**config.mk**
```make
export PLATFORM = sky130hd
export DESIGN_NAME = i2c_register_transaction_sequencer
export DESIGN_NICKNAME = d
export VERILOG_FILES = /design/src/i2cseq_pkg.sv /design/src/i2cseq_step.sv /design/src/i2c_register_transaction_sequencer.sv
export SDC_FILE = /design/constraint.sdc
export NUM_CORES = 1
export LEC_CHECK = 0
export BUFFER_PORTS_ARGS = -buffer_cell sky130_fd_sc_hd__clkbuf_2
export CAP_MARGIN = 20
export CORE_MARGIN = 4
export CORE_UTILIZATION = 49
export DETAILED_ROUTE_END_ITERATION = 6
export GPL_ROUTABILITY_DRIVEN = 0
export PLACE_DENSITY_LB_ADDON = 0.12
export RECOVER_POWER = 25
export REMOVE_ABC_BUFFERS = 1
export SYNTH_ARGS = -nofsm -noshare
export SYNTH_HDL_FRONTEND = slang
export SYNTH_SLANG_ARGS = --single-unit
```
**constraint.sdc**
```tcl
create_clock -name clk -period 3.8 [get_ports clk]
set_input_delay 0.57 -clock clk [delete_from_list [all_inputs] [get_ports clk]]
set_output_delay 0.57 -clock clk [all_outputs]
set_load 0.005 [all_outputs]
```
**src/i2cseq_pkg.sv**
```systemverilog
`timescale 1ns / 1ps
package i2cseq_pkg;

  localparam int CFG_ADDR_W = 3;
  localparam int CFG_DATA_W = 32;
  localparam logic [15:0] TIMEOUT_RESET = 16'd10000;
  localparam logic [15:0] WAIT_MAX = 16'hFFFF;
  localparam logic [7:0] BYTE_ALL_ONES = 8'hFF;
  localparam logic [7:0] BYTE_ZERO = 8'h00;

  // register index, taken from paddr[2]
  localparam logic REG_TIMEOUT = 1'b0;

  typedef enum logic [1:0] {
    MODE_REQUEST = 2'd0,
    MODE_PAYLOAD = 2'd1,
    MODE_DONE    = 2'd2,
    MODE_TICK    = 2'd3
  } mode_t;

  typedef enum logic [1:0] {
    OP_PING  = 2'd0,
    OP_WRITE = 2'd1,
    OP_READ  = 2'd2,
    OP_BULK  = 2'd3
  } op_t;

  typedef enum logic [2:0] {
    K_START  = 3'd0,
    K_RSTART = 3'd1,
    K_STOP   = 3'd2,
    K_SEND   = 3'd3,
    K_RECV   = 3'd4
  } cmd_kind_t;

  typedef enum logic [3:0] {
    PH_IDLE    = 4'd0,
    PH_START   = 4'd1,
    PH_ADDR_W  = 4'd2,
    PH_REG     = 4'd3,
    PH_DATA    = 4'd4,
    PH_RSTART  = 4'd5,
    PH_ADDR_R  = 4'd6,
    PH_RECV    = 4'd7,
    PH_STOP    = 4'd8,
    PH_PAYLOAD = 4'd9
  } phase_t;

  typedef struct packed {
    logic [1:0] mode;
    logic [1:0] op;
    logic [6:0] device_id;
    logic [7:0] reg_index;
    logic [7:0] data_byte;
    logic [7:0] bulk_len;
    logic       nack_seen;
    logic [7:0] read_byte;
    logic       prim_failed;
  } in_item_t;

  typedef struct packed {
    logic       cmd_valid;
    logic [2:0] cmd_kind;
    logic [7:0] cmd_byte;
    logic       need_data;
    logic       reply_valid;
    logic       reply_status;
    logic [7:0] reply_data;
  } out_item_t;

  typedef struct packed {
    phase_t      phase;
    logic [1:0]  current_op;
    logic [6:0]  target_addr;
    logic [7:0]  target_reg;
    logic [7:0]  single_data;
    logic [7:0]  bytes_left;
    logic [7:0]  held_result;
    logic        failed_flag;
    logic [15:0] wait_count;
  } seq_state_t;

  localparam seq_state_t STATE_RESET = '{
    phase:       PH_IDLE,
    current_op:  2'd0,
    target_addr: 7'd0,
    target_reg:  8'd0,
    single_data: 8'd0,
    bytes_left:  8'd0,
    held_result: 8'hFF,
    failed_flag: 1'b0,
    wait_count:  16'd0
  };

endpackage

```
**src/i2cseq_step.sv**
```systemverilog
`timescale 1ns / 1ps
module i2cseq_step (
  input  i2cseq_pkg::seq_state_t st,
  input  i2cseq_pkg::in_item_t   item,
  input  logic [15:0]            timeout_limit,
  output i2cseq_pkg::seq_state_t st_nxt,
  output logic                   res_vld,
  output i2cseq_pkg::out_item_t  res
);
  import i2cseq_pkg::*;

  logic        go;
  logic        failed;
  logic        nack;
  logic        bad;
  logic [7:0]  rb;
  logic [15:0] wc_inc;
  logic        cmd_go;
  cmd_kind_t   cmd_kind;
  logic [7:0]  cmd_byte;
  phase_t      cmd_phase;
  logic        ask;
  logic        rep_go;
  logic        rep_status;
  logic [7:0]  rep_data;
  logic        to_idle;
  logic [7:0]  err_data;

  assign err_data = (op_t'(st.current_op) == OP_READ) ? BYTE_ALL_ONES : BYTE_ZERO;

  always_comb begin
    st_nxt     = st;
    go         = 1'b0;
    failed     = item.prim_failed;
    nack       = item.nack_seen;
    rb         = item.read_byte;
    wc_inc     = (st.wait_count == WAIT_MAX) ? st.wait_count : st.wait_count + 16'd1;
    cmd_go     = 1'b0;
    cmd_kind   = K_START;
    cmd_byte   = BYTE_ZERO;
    cmd_phase  = PH_IDLE;
    ask        = 1'b0;
    rep_go     = 1'b0;
    rep_status = 1'b0;
    rep_data   = BYTE_ZERO;
    to_idle    = 1'b0;

    if (st.phase == PH_IDLE) begin
      if (mode_t'(item.mode) == MODE_REQUEST) begin
        st_nxt.current_op  = item.op;
        st_nxt.target_addr = item.device_id;
        st_nxt.target_reg  = item.reg_index;
        st_nxt.single_data = item.data_byte;
        st_nxt.bytes_left  = (op_t'(item.op) == OP_BULK) ? item.bulk_len : 8'd0;
        st_nxt.held_result = BYTE_ALL_ONES;
        st_nxt.failed_flag = 1'b0;
        cmd_go    = 1'b1;
        cmd_kind  = K_START;
        cmd_phase = PH_START;
      end
    end else if (mode_t'(item.mode) == MODE_REQUEST) begin
      // busy: request dropped
    end else if (st.phase == PH_PAYLOAD) begin
      if (mode_t'(item.mode) == MODE_PAYLOAD) begin
        st_nxt.bytes_left = st.bytes_left - 8'd1;
        cmd_go    = 1'b1;
        cmd_kind  = K_SEND;
        cmd_byte  = item.data_byte;
        cmd_phase = PH_DATA;
      end
    end else if (mode_t'(item.mode) == MODE_PAYLOAD) begin
      // stray payload byte
    end else if (mode_t'(item.mode) == MODE_TICK) begin
      st_nxt.wait_count = wc_inc;
      go     = (wc_inc >= timeout_limit);
      failed = 1'b1;
      nack   = 1'b0;
      rb     = BYTE_ALL_ONES;
    end else begin
      go = 1'b1;
    end

    bad = failed | nack;

    if (go) begin
      unique case (st.phase)
        PH_START: begin
          if (failed) begin
            rep_go = 1'b1; rep_status = 1'b1; rep_data = err_data;
          end else begin
            cmd_go = 1'b1; cmd_kind = K_SEND;
            cmd_byte = {st.target_addr, 1'b0}; cmd_phase = PH_ADDR_W;
          end
        end
        PH_ADDR_W: begin
          cmd_go = 1'b1;
          if (op_t'(st.current_op) == OP_PING) begin
            st_nxt.failed_flag = bad;
            cmd_kind = K_STOP; cmd_phase = PH_STOP;
          end else if (bad) begin
            st_nxt.failed_flag = 1'b1;
            cmd_kind = K_STOP; cmd_phase = PH_STOP;
          end else begin
            cmd_kind = K_SEND; cmd_byte = st.target_reg; cmd_phase = PH_REG;
          end
        end
        PH_REG: begin
          if (bad) begin
            st_nxt.failed_flag = 1'b1;
            cmd_go = 1'b1; cmd_kind = K_STOP; cmd_phase = PH_STOP;
          end else if (op_t'(st.current_op) == OP_READ) begin
            cmd_go = 1'b1; cmd_kind = K_RSTART; cmd_phase = PH_RSTART;
          end else if (op_t'(st.current_op) == OP_WRITE) begin
            cmd_go = 1'b1; cmd_kind = K_SEND;
            cmd_byte = st.single_data; cmd_phase = PH_DATA;
          end else if (st.bytes_left == 8'd0) begin
            cmd_go = 1'b1; cmd_kind = K_STOP; cmd_phase = PH_STOP;
          end else begin
            ask = 1'b1;
          end
        end
        PH_DATA: begin
          if (bad) begin
            st_nxt.failed_flag = 1'b1;
            cmd_go = 1'b1; cmd_kind = K_STOP; cmd_phase = PH_STOP;
          end else if (op_t'(st.current_op) == OP_BULK && st.bytes_left != 8'd0) begin
            ask = 1'b1;
          end else begin
            cmd_go = 1'b1; cmd_kind = K_STOP; cmd_phase = PH_STOP;
          end
        end
        PH_RSTART: begin
          cmd_go = 1'b1;
          if (failed) begin
            st_nxt.failed_flag = 1'b1;
            cmd_kind = K_STOP; cmd_phase = PH_STOP;
          end else begin
            cmd_kind = K_SEND; cmd_byte = {st.target_addr, 1'b1}; cmd_phase = PH_ADDR_R;
          end
        end
        PH_ADDR_R: begin
          cmd_go = 1'b1;
          if (bad) begin
            st_nxt.failed_flag = 1'b1;
            cmd_kind = K_STOP; cmd_phase = PH_STOP;
          end else begin
            cmd_kind = K_RECV; cmd_phase = PH_RECV;
          end
        end
        PH_RECV: begin
          if (failed) begin
            st_nxt.held_result = BYTE_ALL_ONES;
            st_nxt.failed_flag = 1'b1;
          end else begin
            st_nxt.held_result = rb;
          end
          cmd_go = 1'b1; cmd_kind = K_STOP; cmd_phase = PH_STOP;
        end
        PH_STOP: begin
          rep_go = 1'b1;
          if (op_t'(st.current_op) == OP_PING) begin
            rep_status = st.failed_flag;
          end else if (st.failed_flag) begin
            rep_status = 1'b1; rep_data = err_data;
          end else if (op_t'(st.current_op) == OP_READ) begin
            rep_data = st.held_result;
          end else begin
            rep_status = failed;
          end
        end
        default: to_idle = 1'b1;
      endcase
    end

    res_vld = cmd_go | ask | rep_go;
    res     = '0;
    if (cmd_go) begin
      st_nxt.wait_count = 16'd0;
      st_nxt.phase      = cmd_phase;
      res.cmd_valid     = 1'b1;
      res.cmd_kind      = cmd_kind;
      res.cmd_byte      = cmd_byte;
    end
    if (ask) begin
      st_nxt.phase  = PH_PAYLOAD;
      res.need_data = 1'b1;
    end
    if (rep_go) begin
      st_nxt.phase      = PH_IDLE;
      st_nxt.wait_count = 16'd0;
      res.reply_valid   = 1'b1;
      res.reply_status  = rep_status;
      res.reply_data    = rep_data;
    end
    if (to_idle) begin
      st_nxt.phase = PH_IDLE;
    end
  end

endmodule

```
**src/i2c_register_transaction_sequencer.sv**
```systemverilog
// i2c register transaction sequencer: runs ping, register write, register
// read and bulk write transactions on top of a byte-level i2c bus engine
// in channel (in_valid/in_ready/in_data): host requests, bulk payload
//   bytes, primitive-done reports from the engine and timeout ticks
// out channel (out_valid/out_ready/out_data): at most one result per input
//   transaction - a bus command, a request for the next payload byte, or the
//   final reply of the host transaction; inputs that cause nothing give none
// cfg port: apb-style, register 0 at byte address 0 is timeout_limit
//   (ticks allowed per primitive, reset 10000)
// output timing: a result is registered and appears on out_valid in the
//   cycle after its input transaction is accepted
// throughput: one input transaction per cycle while the output register is
//   free or being drained; the sequencing step is a single combinational
//   pass between the state register and the output register
// reset (rst_n low, synchronous): sequencer returns to idle, output register
//   empties, timeout_limit goes back to 10000
// receiver stall: the output register holds its result; in_ready stays high
//   while the output register is empty or is being drained that cycle
`timescale 1ns / 1ps
module i2c_register_transaction_sequencer (
  input  logic                                   clk,
  input  logic                                   rst_n,
  input  logic                                   in_valid,
  output logic                                   in_ready,
  input  i2cseq_pkg::in_item_t                   in_data,
  output logic                                   out_valid,
  input  logic                                   out_ready,
  output i2cseq_pkg::out_item_t                  out_data,
  input  logic                                   cfg_psel,
  input  logic                                   cfg_penable,
  input  logic                                   cfg_pwrite,
  input  logic [i2cseq_pkg::CFG_ADDR_W-1:0]      cfg_paddr,
  input  logic [i2cseq_pkg::CFG_DATA_W-1:0]      cfg_pwdata,
  output logic [i2cseq_pkg::CFG_DATA_W-1:0]      cfg_prdata,
  output logic                                   cfg_pready
);
  import i2cseq_pkg::*;

  seq_state_t  state_r;
  seq_state_t  state_nxt;
  logic [15:0] timeout_r;
  logic [15:0] timeout_nxt;
  logic        out_valid_r;
  logic        out_valid_nxt;
  out_item_t   out_data_r;
  out_item_t   step_res;
  logic        step_vld;
  logic        in_fire;
  logic        cfg_wr;
  seq_state_t  step_state;

  // accept whenever the output register is free or being emptied
  assign in_ready = ~out_valid_r | out_ready;
  assign in_fire  = in_valid & in_ready;

  i2cseq_step u_step (
    .st            (state_r),
    .item          (in_data),
    .timeout_limit (timeout_r),
    .st_nxt        (step_state),
    .res_vld       (step_vld),
    .res           (step_res)
  );

  // sequencer state only moves on an accepted transaction
  assign state_nxt = in_fire ? step_state : state_r;

  always_comb begin
    if (in_fire && step_vld) begin
      out_valid_nxt = 1'b1;
    end else if (out_ready) begin
      out_valid_nxt = 1'b0;
    end else begin
      out_valid_nxt = out_valid_r;
    end
  end

  // apb write of the timeout register
  assign cfg_pready = 1'b1;
  assign cfg_wr     = cfg_psel & cfg_penable & cfg_pwrite & cfg_pready;

  always_comb begin
    timeout_nxt = timeout_r;
    if (cfg_wr && cfg_paddr[2] == REG_TIMEOUT) begin
      timeout_nxt = cfg_pwdata[15:0];
    end
  end

  always_comb begin
    cfg_prdata = '0;
    if (cfg_paddr[2] == REG_TIMEOUT) begin
      cfg_prdata[15:0] = timeout_r;
    end
  end

  always_ff @(posedge clk) begin
    if (!rst_n) begin
      state_r     <= STATE_RESET;
      timeout_r   <= TIMEOUT_RESET;
      out_valid_r <= 1'b0;
    end else begin
      state_r     <= state_nxt;
      timeout_r   <= timeout_nxt;
      out_valid_r <= out_valid_nxt;
    end
  end

  // result payload, loaded only when a new result is produced
  always_ff @(posedge clk) begin
    if (in_fire && step_vld) begin
      out_data_r <= step_res;
    end
  end

  assign out_valid = out_valid_r;
  assign out_data  = out_data_r;

endmodule
```
=== Word level (Yosys, flattened, before mapping) ===
Cells that the tools add are included.

* Output and inout bits: 58
* Input port bits: 87
* Register bits after elaboration: 102
* Logic and storage cells: 213

* Mux-type cells: 139
* Reduce and logical (&&, ||, !) cells: 22
* Magnitude comparators: 1
* Bitwise operators: 9
* Add/subtract/negate cells: 2
* Eq/ne operators: 22

{| class="wikitable"
|+ Operators with widths
! kind !! number
|-
| 8-bit two-way mux || 30
|-
| 16-bit two-way mux || 9
|-
| 4-bit two-way mux || 19
|-
| 1-bit two-way mux || 52
|-
| 3-bit two-way mux || 14
|-
| 8-bit case mux with 4 select lines || 1
|-
| 4-bit case mux with 7 select lines || 1
|-
| 3-bit case mux with 7 select lines || 1
|-
| 9-bit two-way mux || 2
|-
| 17-bit two-way mux || 1
|-
| 16-bit by 1-bit adder with 16-bit output (second input constant) || 1
|-
| 16-bit equality test (second input constant) || 1
|-
| 4-bit by 3-bit equality test with 1-bit output (second input constant) || 4
|-
| 16-bit >= comparator || 1
|-
| 8-bit case mux with 2 select lines || 1
|-
| 12-bit two-way mux || 1
|-
| 3-bit by 1-bit inequality test with 1-bit output (second input constant) || 4
|-
| 10-bit two-way mux || 1
|-
| 2-bit equality test (second input constant) || 4
|-
| 4-bit by 2-bit equality test with 1-bit output (second input constant) || 2
|-
| 4-bit equality test (second input constant) || 2
|-
| 8-bit logical NOT || 1
|-
| 8-bit nonzero test || 1
|-
| 8-bit OR reduction || 1
|-
| other kinds (25) || 40
|}

=== Longest topological paths before layout ===
Gate-level depths: netlist (run 1).

* Depth after elaboration: 15
* Mapped depth: 18
* Mapped depth without buffers: 15

=== Hierarchy ===
Synthesis (run 1) repeated with hierarchy kept, for this count alone.

* Cells, all modules: 802
* Area, all modules: 6759.0 µm²

{| class="wikitable"
|+ By module, submodules not included
! module !! cells an instance !! instances !! area an instance (µm²) !! sequential area each (µm²)
|-
| i2c_register_transaction_sequencer || 401 || 1 || 4093.9 || 2272.2
|-
| i2cseq_step || 401 || 1 || 2665.1 || 0.0
|}

=== Worst setup path after synthesis (run 1) ===
Ideal clock, no wire load.

* Kind: register to register
* Start point: register state_r[0] (netlist bit)
* End point: register out_data_r (netlist bit out_data[0]), enable pin
* Period minus slack after synthesis: 3.946 ns
* Arrival: 3.568 ns
* Buffers on the path: 2
* Library setup time: 0.378 ns
* Stages on the path, launching flop included: 17
* Slack: -0.146 ns
* Data required time: 3.422 ns
* Path through: dfxtp_1 ha_1 and2_1 buf_1 nand4_2 and4_1 clkbuf_1 nand2_1 xor2_1 inv_1 ha_1 nand4_1 nor4_2 a32oi_2 a21oi_1 o21ai_0 inv_1

* Longest elaborated chain between the ends: 12
* Elaborated cells between the ends (all ways): 15
* Those cells by class: 1 x add/sub; 1 x order compare; 1 x eq/ne; 9 x mux; 2 x bitwise; 1 x reduce/logical

{| class="wikitable"
|+ Ends and longest elaborated chain
! item !! RTL line !! RTL
|-
| from (decl) || i2c_register_transaction_sequencer.sv:39 || <nowiki>seq_state_t state_r;</nowiki>
|-
| from (signal assigned) || i2c_register_transaction_sequencer.sv:102 || <nowiki>state_r <= state_nxt;</nowiki>
|-
| 16-bit by 1-bit adder with 16-bit output or 16-bit equality test (tied branches) || i2cseq_step.sv:37 || <nowiki>wc_inc = (st.wait_count == WAIT_MAX) ? st.wait_count : st.wait_count + 16'd1;</nowiki>
|-
| 16-bit two-way mux (*) || i2cseq_step.sv:37 ||
|-
| 16-bit >= comparator (*) || i2cseq_step.sv:75 || <nowiki>go = (wc_inc >= timeout_limit);</nowiki>
|-
| 1-bit two-way mux (*) || i2cseq_step.sv:73 || <nowiki>end else if (mode_t'(item.mode) == MODE_TICK) begin</nowiki>
|-
| 1-bit two-way mux (*) || i2cseq_step.sv:71 || <nowiki>end else if (mode_t'(item.mode) == MODE_PAYLOAD) begin</nowiki>
|-
| 1-bit two-way mux (*) || i2cseq_step.sv:63 || <nowiki>end else if (st.phase == PH_PAYLOAD) begin</nowiki>
|-
| 1-bit two-way mux (*) || i2cseq_step.sv:61 || <nowiki>end else if (mode_t'(item.mode) == MODE_REQUEST) begin</nowiki>
|-
| 1-bit two-way mux (*) || i2cseq_step.sv:48 || <nowiki>if (st.phase == PH_IDLE) begin</nowiki>
|-
| 1-bit two-way mux || i2cseq_step.sv:85 || <nowiki>if (go) begin</nowiki>
|-
| 1-bit bitwise OR || i2cseq_step.sv:175 || <nowiki>res_vld = cmd_go | ask | rep_go;</nowiki>
|-
| 1-bit bitwise OR (*) || i2cseq_step.sv:175 ||
|-
| 1-bit logical AND (*) || i2c_register_transaction_sequencer.sv:110 || <nowiki>if (in_fire && step_vld) begin</nowiki>
|-
| to (signal assigned) || i2c_register_transaction_sequencer.sv:111 || <nowiki>out_data_r <= step_res;</nowiki>
|-
| to (decl) || i2c_register_transaction_sequencer.sv:45 || <nowiki>out_item_t out_data_r;</nowiki>
|}

Mark *: on every way between the ends. The rest lies on a longest branch, timed or not.
A chain may end at the register's enable or synchronous reset.

=== Final worst setup path (run 1) ===
* Start point: register state_r[7] (netlist bit)
* End point: register state_r[60] (netlist bit)

* Longest elaborated chain between the ends: 13
* Elaborated cells between the ends (all ways): 20
* Those cells by class: 1 x add/sub; 1 x order compare; 1 x eq/ne; 15 x mux; 2 x reduce/logical

{| class="wikitable"
|+ Ends and longest elaborated chain
! item !! RTL line !! RTL
|-
| 16-bit by 1-bit adder with 16-bit output or 16-bit equality test (tied branches) || i2cseq_step.sv:37 ||
|-
| 16-bit two-way mux (*) || i2cseq_step.sv:37 ||
|-
| 16-bit >= comparator (*) || i2cseq_step.sv:75 ||
|-
| 1-bit two-way mux (*) || i2cseq_step.sv:73 ||
|-
| 1-bit two-way mux (*) || i2cseq_step.sv:71 ||
|-
| 1-bit two-way mux (*) || i2cseq_step.sv:63 ||
|-
| 1-bit two-way mux (*) || i2cseq_step.sv:61 ||
|-
| 1-bit two-way mux (*) || i2cseq_step.sv:48 ||
|-
| 4-bit two-way mux || i2cseq_step.sv:85 ||
|-
| 4-bit two-way mux || i2cseq_step.sv:177 || <nowiki>if (cmd_go) begin</nowiki>
|-
| 4-bit two-way mux || i2cseq_step.sv:184 || <nowiki>if (ask) begin</nowiki>
|-
| 4-bit two-way mux || i2cseq_step.sv:188 || <nowiki>if (rep_go) begin</nowiki>
|-
| 4-bit two-way mux || i2cseq_step.sv:195 || <nowiki>if (to_idle) begin</nowiki>
|}

Mark *: on every way between the ends. The rest lies on a longest branch, timed or not. The select of a mux whose other input is x is not followed.

==> results of run 1 <==
worst reg2reg max path: cells and delay by family, from the launching register on:
kind	cells	cell delay [ps]
AO/OA/AOI/OAI	4	830
XOR/XNOR	1	210
adder cells (fa/ha/maj)	1	290
buffers and inverters	3	410
flip-flops	1	360
AND/OR/NAND/NOR	7	1610
how the worst max path moves through the flow:
stage | start | depth (start not counted) | slack (ps) | endpoint
after CTS | state_r[1]$_SDFFE_PN0P_ | 16 | 2 | state_r[16]$_SDFFE_PN0P_
after detailed placement | state_r[7]$_SDFFE_PN0P_ | 15 | -80 | state_r[10]$_SDFFE_PN0P_
after floorplan | state_r[4]$_SDFFE_PN0P_ | 14 | -30 | out_data[0]$_SDFFCE_PN0P_
after global placement | state_r[7]$_SDFFE_PN0P_ | 16 | 40 | state_r[11]$_SDFFE_PN0P_
after global routing | state_r[7]$_SDFFE_PN0P_ | 16 | -80 | state_r[16]$_SDFFE_PN0P_
final | state_r[7]$_SDFFE_PN0P_ | 16 | 20 | state_r[60]$_SDFFE_PN0P_
layout make-up:
cell class | count | area share (%)
clock buffers | 9 | 3.18
clock inverters | 7 | 0.971
inverters | 36 | 1.91
multi-input cells | 515 | 46.8
flip-flops and latches | 102 | 32.2
well taps | 143 | 2.52
repair buffers | 151 | 12.4
per-stage QoR:
step           worst slack (ps)  power, W  cell area, sq um
2_1_floorplan             -30.3   0.00144              5550
3_3_place_gp               45.0   0.00161              6540
3_5_place_dp              -76.7   0.00162              6540
4_1_cts                    1.52   0.00254              6870
5_1_grt                   -76.0   0.00266              7090
6_report                   22.2   0.00254              7090
cell families after synthesis:
| family | after synthesis | synth area share (%) |
|---|---|---|
| multiplexers | 2 | 0.368 |
| buffers and inverters | 89 | 7.33 |
| adder cells (fa/ha/maj) | 21 | 4.50 |
| other | 2 | 0.130 |
| flip-flops | 102 | 39.3 |
| XOR/XNOR | 13 | 1.97 |
| AND/OR/NAND/NOR | 266 | 22.5 |
| AO/OA/AOI/OAI | 196 | 23.9 |
flip-flops by register name (all words and copies together) (netlist names):
name	count
timeout_r	16
out_valid	1
out_data	23
state_r	62
placed cells by master (no fill, tap or decap), types with 4 or more instances in the layout:
master / netlist / layout
conb_1: 2 / 17
nand2b_1: 10 / 10
o21a_1: 9 / 9
edfxtp_1: 23 / 23
a222oi_1: 8 / 8
o21ai_0: 34 / 32
and3_1: 5 / 5
buf_4: 19 / 37
a21oi_1: 70 / 68
clkbuf_2: 0 / 86
clkbuf_16: 0 / 10
dfxtp_1: 79 / 73
dfxtp_2: 0 / 6
nor2_1: 47 / 46
nand3_1: 11 / 10
nor2b_1: 6 / 5
o211ai_1: 7 / 7
nor3_1: 12 / 10
clkbuf_1: 21 / 23
xor2_1: 8 / 5
o32a_1: 8 / 8
a31oi_1: 6 / 6
ha_1: 20 / 18
nand2_1: 131 / 129
xnor2_1: 5 / 4
nand4_1: 8 / 8
o22ai_1: 9 / 4
inv_1: 35 / 35
o22ai_2: 0 / 5
power groups by stage:
stage               combinational, W  sequential [W]  clock [W]
finish                      0.000449         0.00118   0.000918
global route                0.000493         0.00118   0.000983
CTS                         0.000425         0.00118   0.000935
detailed placement          0.000422         0.00120          0
global placement            0.000413         0.00120          0
floorplan                   0.000237         0.00121          0
layer usage:
| layer | vias to the layer above | track usage (%) | share of wire, % |
|---|---|---|---|
| li1 | 2688 | - | - |
| met1 | 2547 | 32.3 | 45 |
| met2 | 234 | 34.7 | 46 |
| met3 | 22 | 4.97 | 7.8 |
| met4 | 0 | 8.33 | 1.4 |
| met5 | - | 0 | 0 |
what timing repair did:
action,in CTS,in global routing
resized for setup,4,39
setup buffers,2,7
cloned,0,1
pin swaps,4,23
setup endpoints to repair,46,70
==> metrics.txt, run 1 <==
area of the core 11500 sq um; Area growth syn-to-layout 22.5%; Min Hold Slack 419 ps; Buffers on Ports 109; hold buffer count at cts 0; Critical Path Max Stage Delay 370 ps; number of synthesized register bits 102; number of warning messages in the yosys log 0; diode count 0; overall via count from detail_route 5491; non-filler instance count after layout 963; Int Pwr 0.00179 W; cell family with the largest share of critical-path delay simple AND/OR/NAND/NOR gates; path type of the worst min-delay path in2reg; horizontal die dimension 117 um; total detailed-routing wirelength 15900 um; Sequential Power Share 46.2%; vertical die dimension 117 um; signal arrival time at the worst endpoint 4080 ps; Fin. Hold Viols 0; overall track demand over capacity in global routing 23.0%; top flip-flop cell by instance count after synthesis dfxtp_1; first-pass GRT wire length 24700 um; sw frac 29.8%; I/O pin count 145; reported leakage power 2.78 nW; depth of the most critical reg-to-reg path 16; multi-input gate area in the final layout 3320 sq um; fraction of the cycle the final worst path needs 99.4%; fraction of final layout cells sized beyond drive strength 1 25.5%; library cells used by synthesis 84; cell count after placement 937; Total Die Area 13600 sq um; min cycle time layout 3780 ps; critical path cell sequence nand4_1 -> nor3_2 -> and4_4 -> nand3_2 -> xor2_2 -> nand2_1 -> ha_4 -> nand4_1 -> nor4_4 -> a32oi_4 -> a2111oi_4 -> buf_4 -> buf_4 -> buf_4 -> a21o_1 -> o221a_2; number of cells produced by synthesis 691; Layout fillers 1007; register area 2280 sq um; via density per instance 5.70; Worst-path clk slew 80 ps; count of maximum capacitance violations 0; part of the power in the clock network 36.1%; number of iterations in the first detailed-routing pass 5; remaining design rule violation count 0; setup repair after global routing missed its margin yes; via count of the first global-routing pass 5032; largest fanout on the critical path 4; most frequent cells after synthesis 131 x nand2_1, 79 x dfxtp_1, 70 x a21oi_1, 47 x nor2_1, 35 x inv_1; initial detailed-routing violation count 528; type of the worst setup path reg2reg; Psw 0.000757 W; Synth Cell Area 5790 sq um; hold-critical path endpoint state_r[44]$_SDFFE_PN0P_; maximum number of buffers from clock root to sink 2; most prevalent standard cell on the critical path buf_4; pin count of the biggest net entering global routing 50; sequential share of the synthesized area 39.3%; hold depth 3; Rel. slew slack 44.8%; setup slack, reg-to-reg 20 ps; highest attainable clock frequency 265 MHz; global route overflow 0; CTS HTree Levels 3; post-synthesis async set-or-reset flop share 0%; number of nets with antenna violations after detailed routing 0; net count of the finished layout 922; setup_tns 0 ps; cell row count 39; library cell contributing the largest single delay on the critical path nor4_4; run status completed; ranking of synthesized cells by area dfxtp_1 27%, edfxtp_1 12%, nand2_1 8.5%, a21oi_1 6.1%, ha_1 4.3%; sinks on the clock net 102; Final Max Slew Viols 0; kind of start point of the critical path flip-flop; number of failing setup endpoints in the final timing report 0; number of buffers created by CTS 9; clock latency reported for the late side of the worst-skew pair 360 ps; clock skew 9.63 ps; slew at the pin with the worst max-slew slack 826 ps; initial core utilization 50.5%; cell type with the largest total area after synthesis dfxtp_1; most common cell in the synthesized netlist nand2_1; Reg-to-Reg End state_r[60]$_SDFFE_PN0P_; Min-Delay Startpoint in_data[29]; RR Startpoint state_r[7]$_SDFFE_PN0P_; Crit. End Element flip-flop; antenna violations before repair 0; combinational power share 17.7%; IR drop worst, VDD 0.268 mV; data required time at the worst endpoint 4100 ps; clock tree from TritonCTS yes; mean instance size in the synthesized netlist 8.37 sq um; post-detail-place hpwl 11300 um; end-of-flow core utilization 61.8%; average routed wire per standard cell 16.6 um; clock root cell clkbuf_16; number of enable flip-flop cells after synthesis 23; Synth top area share 27.3%; Buf+Inv Stages, Crit Path 3; power density relative to cell area 359 nW/um^2
Note: power is estimated with default switching activity, not from simulation.
==> inputs of run 2 (changes only) <==
CORE_UTILIZATION = 30   (was 49)
CTS_CLUSTER_DIAMETER = 40   (was not set)
PLACE_DENSITY_LB_ADDON = 0.3   (was 0.12)
==> run 2 against run 1 <==
  * Via count shrank 2.3%
  * Sequential cell count did not move
  * Critical path depth stayed put
  * Largest power group unchanged
  * Sequential power about the same
  * Global-route usage is 8.6 points lower
  * Highest routed layer unchanged
  * Non-clock buffer count unchanged
  * Power fell by 0.96%
  * Clock-buffer cell count stayed put
==> metrics.txt, run 2 (synthesized netlist as in run 1, its figures left out) <==
commonest non-fill, non-tap cells in the layout 130 x nand2_1, 91 x clkbuf_2, 75 x dfxtp_1, 69 x a21oi_1, 46 x nor2_1; Total Die Area 21600 sq um (+59%); pin count of the biggest net entering global routing 50 (unchanged); CTS HTree Levels 3 (unchanged); average routed wire per standard cell 14.9 um (-10%); via density per instance 4.96 (-13%); cell row count 50 (+28%); kind of start point of the critical path flip-flop; highest attainable clock frequency 279 MHz (+5.4%); setup repair after global routing missed its margin yes; Worst-path clk slew 80 ps (about the same); Final Max Slew Viols 0 (unchanged); overall via count from detail_route 5362 (-2.3%); count of maximum capacitance violations 0 (unchanged); remaining design rule violation count 0 (unchanged); commonest non-fill, non-tap cell in the layout nand2_1; run status completed; clock skew 10.6 ps (+1.00 ps); Rel. slew slack 40.4% (-4.3 points); power density relative to cell area 354 nW/um^2 (-1.4%); first-pass GRT wire length 25500 um (+3.4%); Crit. End Element flip-flop; part of the power in the clock network 36.2% (about the same); reported leakage power 2.75 nW (-1.1%); number of nets with antenna violations after detailed routing 0 (unchanged); Sequential Power Share 46.4% (+0.2 points); multi-input gate area in the final layout 3210 sq um (-3.2%); slew at the pin with the worst max-slew slack 891 ps (+64.9 ps); diode count 0 (unchanged); vertical die dimension 147 um (+26%); via count of the first global-routing pass 5067 (+0.70%); horizontal die dimension 147 um (+26%); end-of-flow core utilization 37.8% (-24 points); antenna violations before repair 0 (unchanged); Buffers on Ports 109 (unchanged); fraction of the cycle the final worst path needs 94.3% (-5.1 points); clock root cell clkbuf_16; initial core utilization 30.7% (-20 points); I/O pin count 145 (unchanged); setup_tns 0 ps (unchanged); data required time at the worst endpoint 4040 ps (-60 ps); maximum number of buffers from clock root to sink 2 (unchanged); sw frac 29.6% (-0.17 points); post-detail-place hpwl 11700 um (+3.6%); total detailed-routing wirelength 16100 um (+0.76%); Int Pwr 0.00177 W (-0.71%); clock latency reported for the late side of the worst-skew pair 350 ps (about the same); fraction of final layout cells sized beyond drive strength 1 24.3% (-1.2 points); path type of the worst min-delay path in2reg; register area 2280 sq um (-0.11%); combinational power share 17.4% (-0.3 points); Most flops, register state_r; area of the core 18800 sq um (+64%); hold buffer count at cts 0 (unchanged); sinks on the clock net 102 (unchanged); min cycle time layout 3580 ps (-193 ps); global route overflow 0 (unchanged); Layout fillers 1999 (+99%); net count of the finished layout 922 (unchanged); Psw 0.000746 W (-1.5%); overall track demand over capacity in global routing 14.4% (-8.6 points); number of buffers created by CTS 9 (unchanged); type of the worst setup path reg2reg; Fin. Hold Viols 0 (unchanged); largest fanout on the critical path 5 (+1); signal arrival time at the worst endpoint 3830 ps (-250 ps); number of flip-flops under the largest register name 62 (unchanged); number of iterations in the first detailed-routing pass 5 (unchanged); initial detailed-routing violation count 288 (-45%); clock tree from TritonCTS yes; IR drop worst, VDD 0.191 mV (-28%); number of failing setup endpoints in the final timing report 0 (unchanged); Area growth syn-to-layout 23.0%
==> run 2: metal layers <==
metal	track usage, %	part of all wire, %	wire length, um
met5	0	0	0
met4	4.33	1.4	221
met3	2.10	4.3	684
met2	23.5	46	7400
met1	19.7	48	7760
==> run 2: timing repair <==
item,in CTS,in global routing
setup endpoints to repair,38,72
resized for setup,2,34
setup buffers,1,5
pin swaps,1,16
==> run 2: power by group through the flow <==
| stage | clock, W | combinational (W) | sequential, W |
|---|---|---|---|
| 6_report | 0.000911 | 0.000438 | 0.00117 |
| 5_1_grt | 0.000981 | 0.000482 | 0.00117 |
| 4_1_cts | 0.000941 | 0.000434 | 0.00117 |
| 3_5_place_dp | 0 | 0.000431 | 0.00120 |
| 3_3_place_gp | 0 | 0.000429 | 0.00120 |
| 2_1_floorplan | 0 | 0.000237 | 0.00121 |
==> run 2: cell type report <==
| class | instances | share of cell area [%] |
|---|---|---|
| repair buffers | 151 | 12.3 |
| well taps | 260 | 4.57 |
| clock inverters | 7 | 0.932 |
| multi-input cells | 515 | 45.1 |
| inverters | 36 | 1.90 |
| clock buffers | 9 | 3.17 |
| flip-flops and latches | 102 | 32.0 |
==> run 2: metrics by stage <==
step           area, sq um  total power (W)  setup WS, ps  hold WS [ps]  cells
2_1_floorplan         5550          0.00144         -30.3           436    653
3_3_place_gp          6720          0.00162         -8.79           442   1058
3_5_place_dp          6720          0.00163         -46.9           448   1058
4_1_cts               7030          0.00254          1.86           415   1075
5_1_grt               7120          0.00264         -95.9           426   1080
6_report              7120          0.00252           215           430   1080
==> run 2: path summary, 6_finish.rpt <==
kind / startpoint / end / slack, ps / cells after the start
setup / recovery: state_r[1]$_SDFFE_PN0P_ / state_r[60]$_SDFFE_PN0P_ / 220 / 16
hold / removal: in_data[36] / state_r[51]$_SDFFE_PN0P_ / 430 / 3
hold reg to reg: state_r[37]$_SDFFE_PN0P_ / state_r[37]$_SDFFE_PN0P_ / 460 / 2
setup reg to reg: state_r[1]$_SDFFE_PN0P_ / state_r[60]$_SDFFE_PN0P_ / 220 / 16
==> run 2: critical path: stages (launching register included) <==
cell	delay [ps]
dfxtp_2	340
ha_2	180
and2_1	170
nand4_2	120
buf_4	130
nand3_2	80
or2_2	290
xor2_1	230
inv_1	80
ha_1	270
nand2_1	80
o21ai_0	320
a32oi_2	200
a21oi_1	390
o21ai_1	170
a21o_1	190
o221a_2	230
==> inputs of run 3 (changes only) <==
PLACE_DENSITY = 0.53   (was not set)
PLACE_DENSITY_LB_ADDON = not set   (was 0.3)
==> run 3 against run 2 <==
  * Clock-buffer cell count increased by 1
  * Sequential power about the same
  * Maximum frequency is 2.0% lower
  * Clock skew increased by 5.0 ps
  * Final cell count grew 1.2%
  * First-iteration DRC count rose by 24%
  * Design area rose by 2.0%
  * Utilization increased by 0.77 points
  * Critical path depth is 1 higher
  * Critical path type unchanged
  * Global-route usage grew 0.51 points
  * Clock power up 6.6%
  * Power rose by 2.8%
==> metrics.txt, run 3 (synthesized netlist as in run 1, its figures left out) <==
CTS HTree Levels 3 (unchanged); Total Die Area 21600 sq um (unchanged); number of nets with antenna violations after detailed routing 0 (unchanged); run status completed; setup slack, reg-to-reg 140 ps (-70 ps); initial detailed-routing violation count 358 (+24%); net count of the finished layout 935 (+1.4%); maximum number of buffers from clock root to sink 2 (unchanged); Rel. slew slack 42.2% (+1.8 points); overall track demand over capacity in global routing 14.9% (+0.51 points); fraction of final layout cells sized beyond drive strength 1 25.2% (+0.94 points); cell row count 50 (unchanged); number of flip-flops under the largest register name 62 (unchanged); fraction of the cycle the final worst path needs 96.2% (+1.9 points); min cycle time layout 3660 ps (+72.3 ps); post-detail-place hpwl 11900 um (+2.4%); worst slack after detailed placement -68.7 ps (-21.9 ps); CP startpoint state_r[1]$_SDFFE_PN0P_; antenna violations before repair 0 (unchanged); overall via count from detail_route 5365 (+0.056%); number of iterations in the first detailed-routing pass 7 (+2); sinks on the clock net 102 (unchanged); total detailed-routing wirelength 16400 um (+2.1%); Worst Setup EP out_data[20]$_SDFFCE_PN0P_; Crit. End Element flip-flop; clock root cell clkbuf_16; RR Startpoint state_r[1]$_SDFFE_PN0P_; Buffers on Ports 109 (unchanged); Reg-to-Reg End out_data[20]$_SDFFCE_PN0P_; I/O pin count 145 (unchanged); via density per instance 4.91 (-1.1%); via count of the first global-routing pass 5097 (+0.59%); count of maximum capacitance violations 0 (unchanged); reported leakage power 2.84 nW (+3.6%); hold depth 3 (unchanged); design area 7260 sq um (+2.0%); vertical die dimension 147 um (unchanged); clock latency reported for the late side of the worst-skew pair 360 ps (about the same); Fin. Hold Viols 0 (unchanged); highest attainable clock frequency 273 MHz (-2.0%); remaining design rule violation count 0 (unchanged); end-of-flow core utilization 38.6% (+0.77 points); kind of start point of the critical path flip-flop; area of the core 18800 sq um (unchanged); clock skew 15.6 ps (+4.98 ps); IR drop worst, VDD 0.232 mV (+21%); commonest non-fill, non-tap cell in the layout nand2_1; path type of the worst min-delay path in2reg; average routed wire per standard cell 15.0 um (+0.88%); number of buffers created by CTS 9 (unchanged); initial core utilization 30.7% (unchanged); fin worst setup slack 143 ps (-72.3 ps); commonest non-fill, non-tap cells in the layout 130 x nand2_1, 89 x clkbuf_2, 77 x dfxtp_1, 69 x a21oi_1, 51 x buf_4; diode count 0 (unchanged); post-route total power 0.00259 W (+2.8%); type of the worst setup path reg2reg; global route overflow 0 (unchanged); horizontal die dimension 147 um (unchanged); clock tree from TritonCTS yes; first-pass GRT wire length 26400 um (+3.6%); largest fanout on the critical path 5 (unchanged); data required time at the worst endpoint 4010 ps (-30 ps); number of failing setup endpoints in the final timing report 0 (unchanged); slew at the pin with the worst max-slew slack 865 ps (-26.3 ps); pin count of the biggest net entering global routing 50 (unchanged); Worst-path clk slew 80 ps (about the same); signal arrival time at the worst endpoint 3860 ps (+30 ps); Area growth syn-to-layout 25.5%; setup_tns 0 ps (unchanged); depth of the most critical reg-to-reg path 17 (+1); DP Area 6800 sq um (+1.2%); hold buffer count at cts 0 (unchanged); power density relative to cell area 357 nW/um^2 (+0.72%); Final Max Slew Viols 0 (unchanged); Most flops, register state_r
==> run 3: worst min-delay path by stage <==
stage / startpoint / endpoint / slack (ps)
3_5_place_dp: state_r[37]$_SDFFE_PN0P_ / state_r[37]$_SDFFE_PN0P_ / 450
2_1_floorplan: state_r[34]$_SDFFE_PN0P_ / state_r[34]$_SDFFE_PN0P_ / 440
4_1_cts: in_data[37] / state_r[52]$_SDFFE_PN0P_ / 410
6_report: in_data[32] / state_r[47]$_SDFFE_PN0P_ / 420
3_3_place_gp: state_r[35]$_SDFFE_PN0P_ / state_r[35]$_SDFFE_PN0P_ / 440
5_1_grt: in_data[32] / state_r[47]$_SDFFE_PN0P_ / 420
==> run 3: routing by layer <==
layer  track usage [%]  up-vias  share of wire [%]
met1              20.9     2521                 49
met4              4.84        0                1.4
met2              23.4      123                 45
met3              2.44       12                4.7
li1                  -     2709                  -
met5                 0        -                  0
==> run 3: critical path, stage by stage, from the launching register on <==
cell and delay, ps:
dfxtp_2 350, ha_2 190, and2_2 230, nand4_4 120, and4_4 240, buf_4 140, nand3_1 120, xor2_2 210
inv_1 60, ha_1 280, nand2_1 60, nor4_2 270, a32oi_2 260, a2111oi_4 390, buf_4 200, buf_4 120
nand2b_1 100, o22ai_1 140
==> run 3: layout make-up <==
type | instances | area (sq um)
fill | 1975 | 11600
multi-input combinational | 515 | 3240
sequential | 102 | 2270
timing repair buffer | 164 | 966
tap | 260 | 325
clock buffer | 10 | 250
inverter | 36 | 135
clock inverter | 6 | 70.1
==> run 3: repair_timing <==
item / 4_1_cts / 5_1_grt
buffers inserted: 0 / 8
cloned: 0 / 0
pin swaps: 1 / 18
endpoints found under the hold margin: 0 / 0
resized for setup: 1 / 30
setup endpoints to repair: 44 / 75
==> run 3: power by group <==
group | switching [W] | internal (W) | leakage (nW)
sequential | 0.0000215 | 0.00115 | 0.856
clock | 0.000464 | 0.000507 | 0.156
combinational | 0.000275 | 0.000173 | 1.83
total | 0.000760 | 0.00183 | 2.84
==> run 3: stage by stage <==
step                      hold slack [ps]  cells
after floorplan                       436    653
after global placement                443   1069
after detailed placement              448   1069
after CTS                             410   1085
after global routing                  424   1093
final                                 425   1093
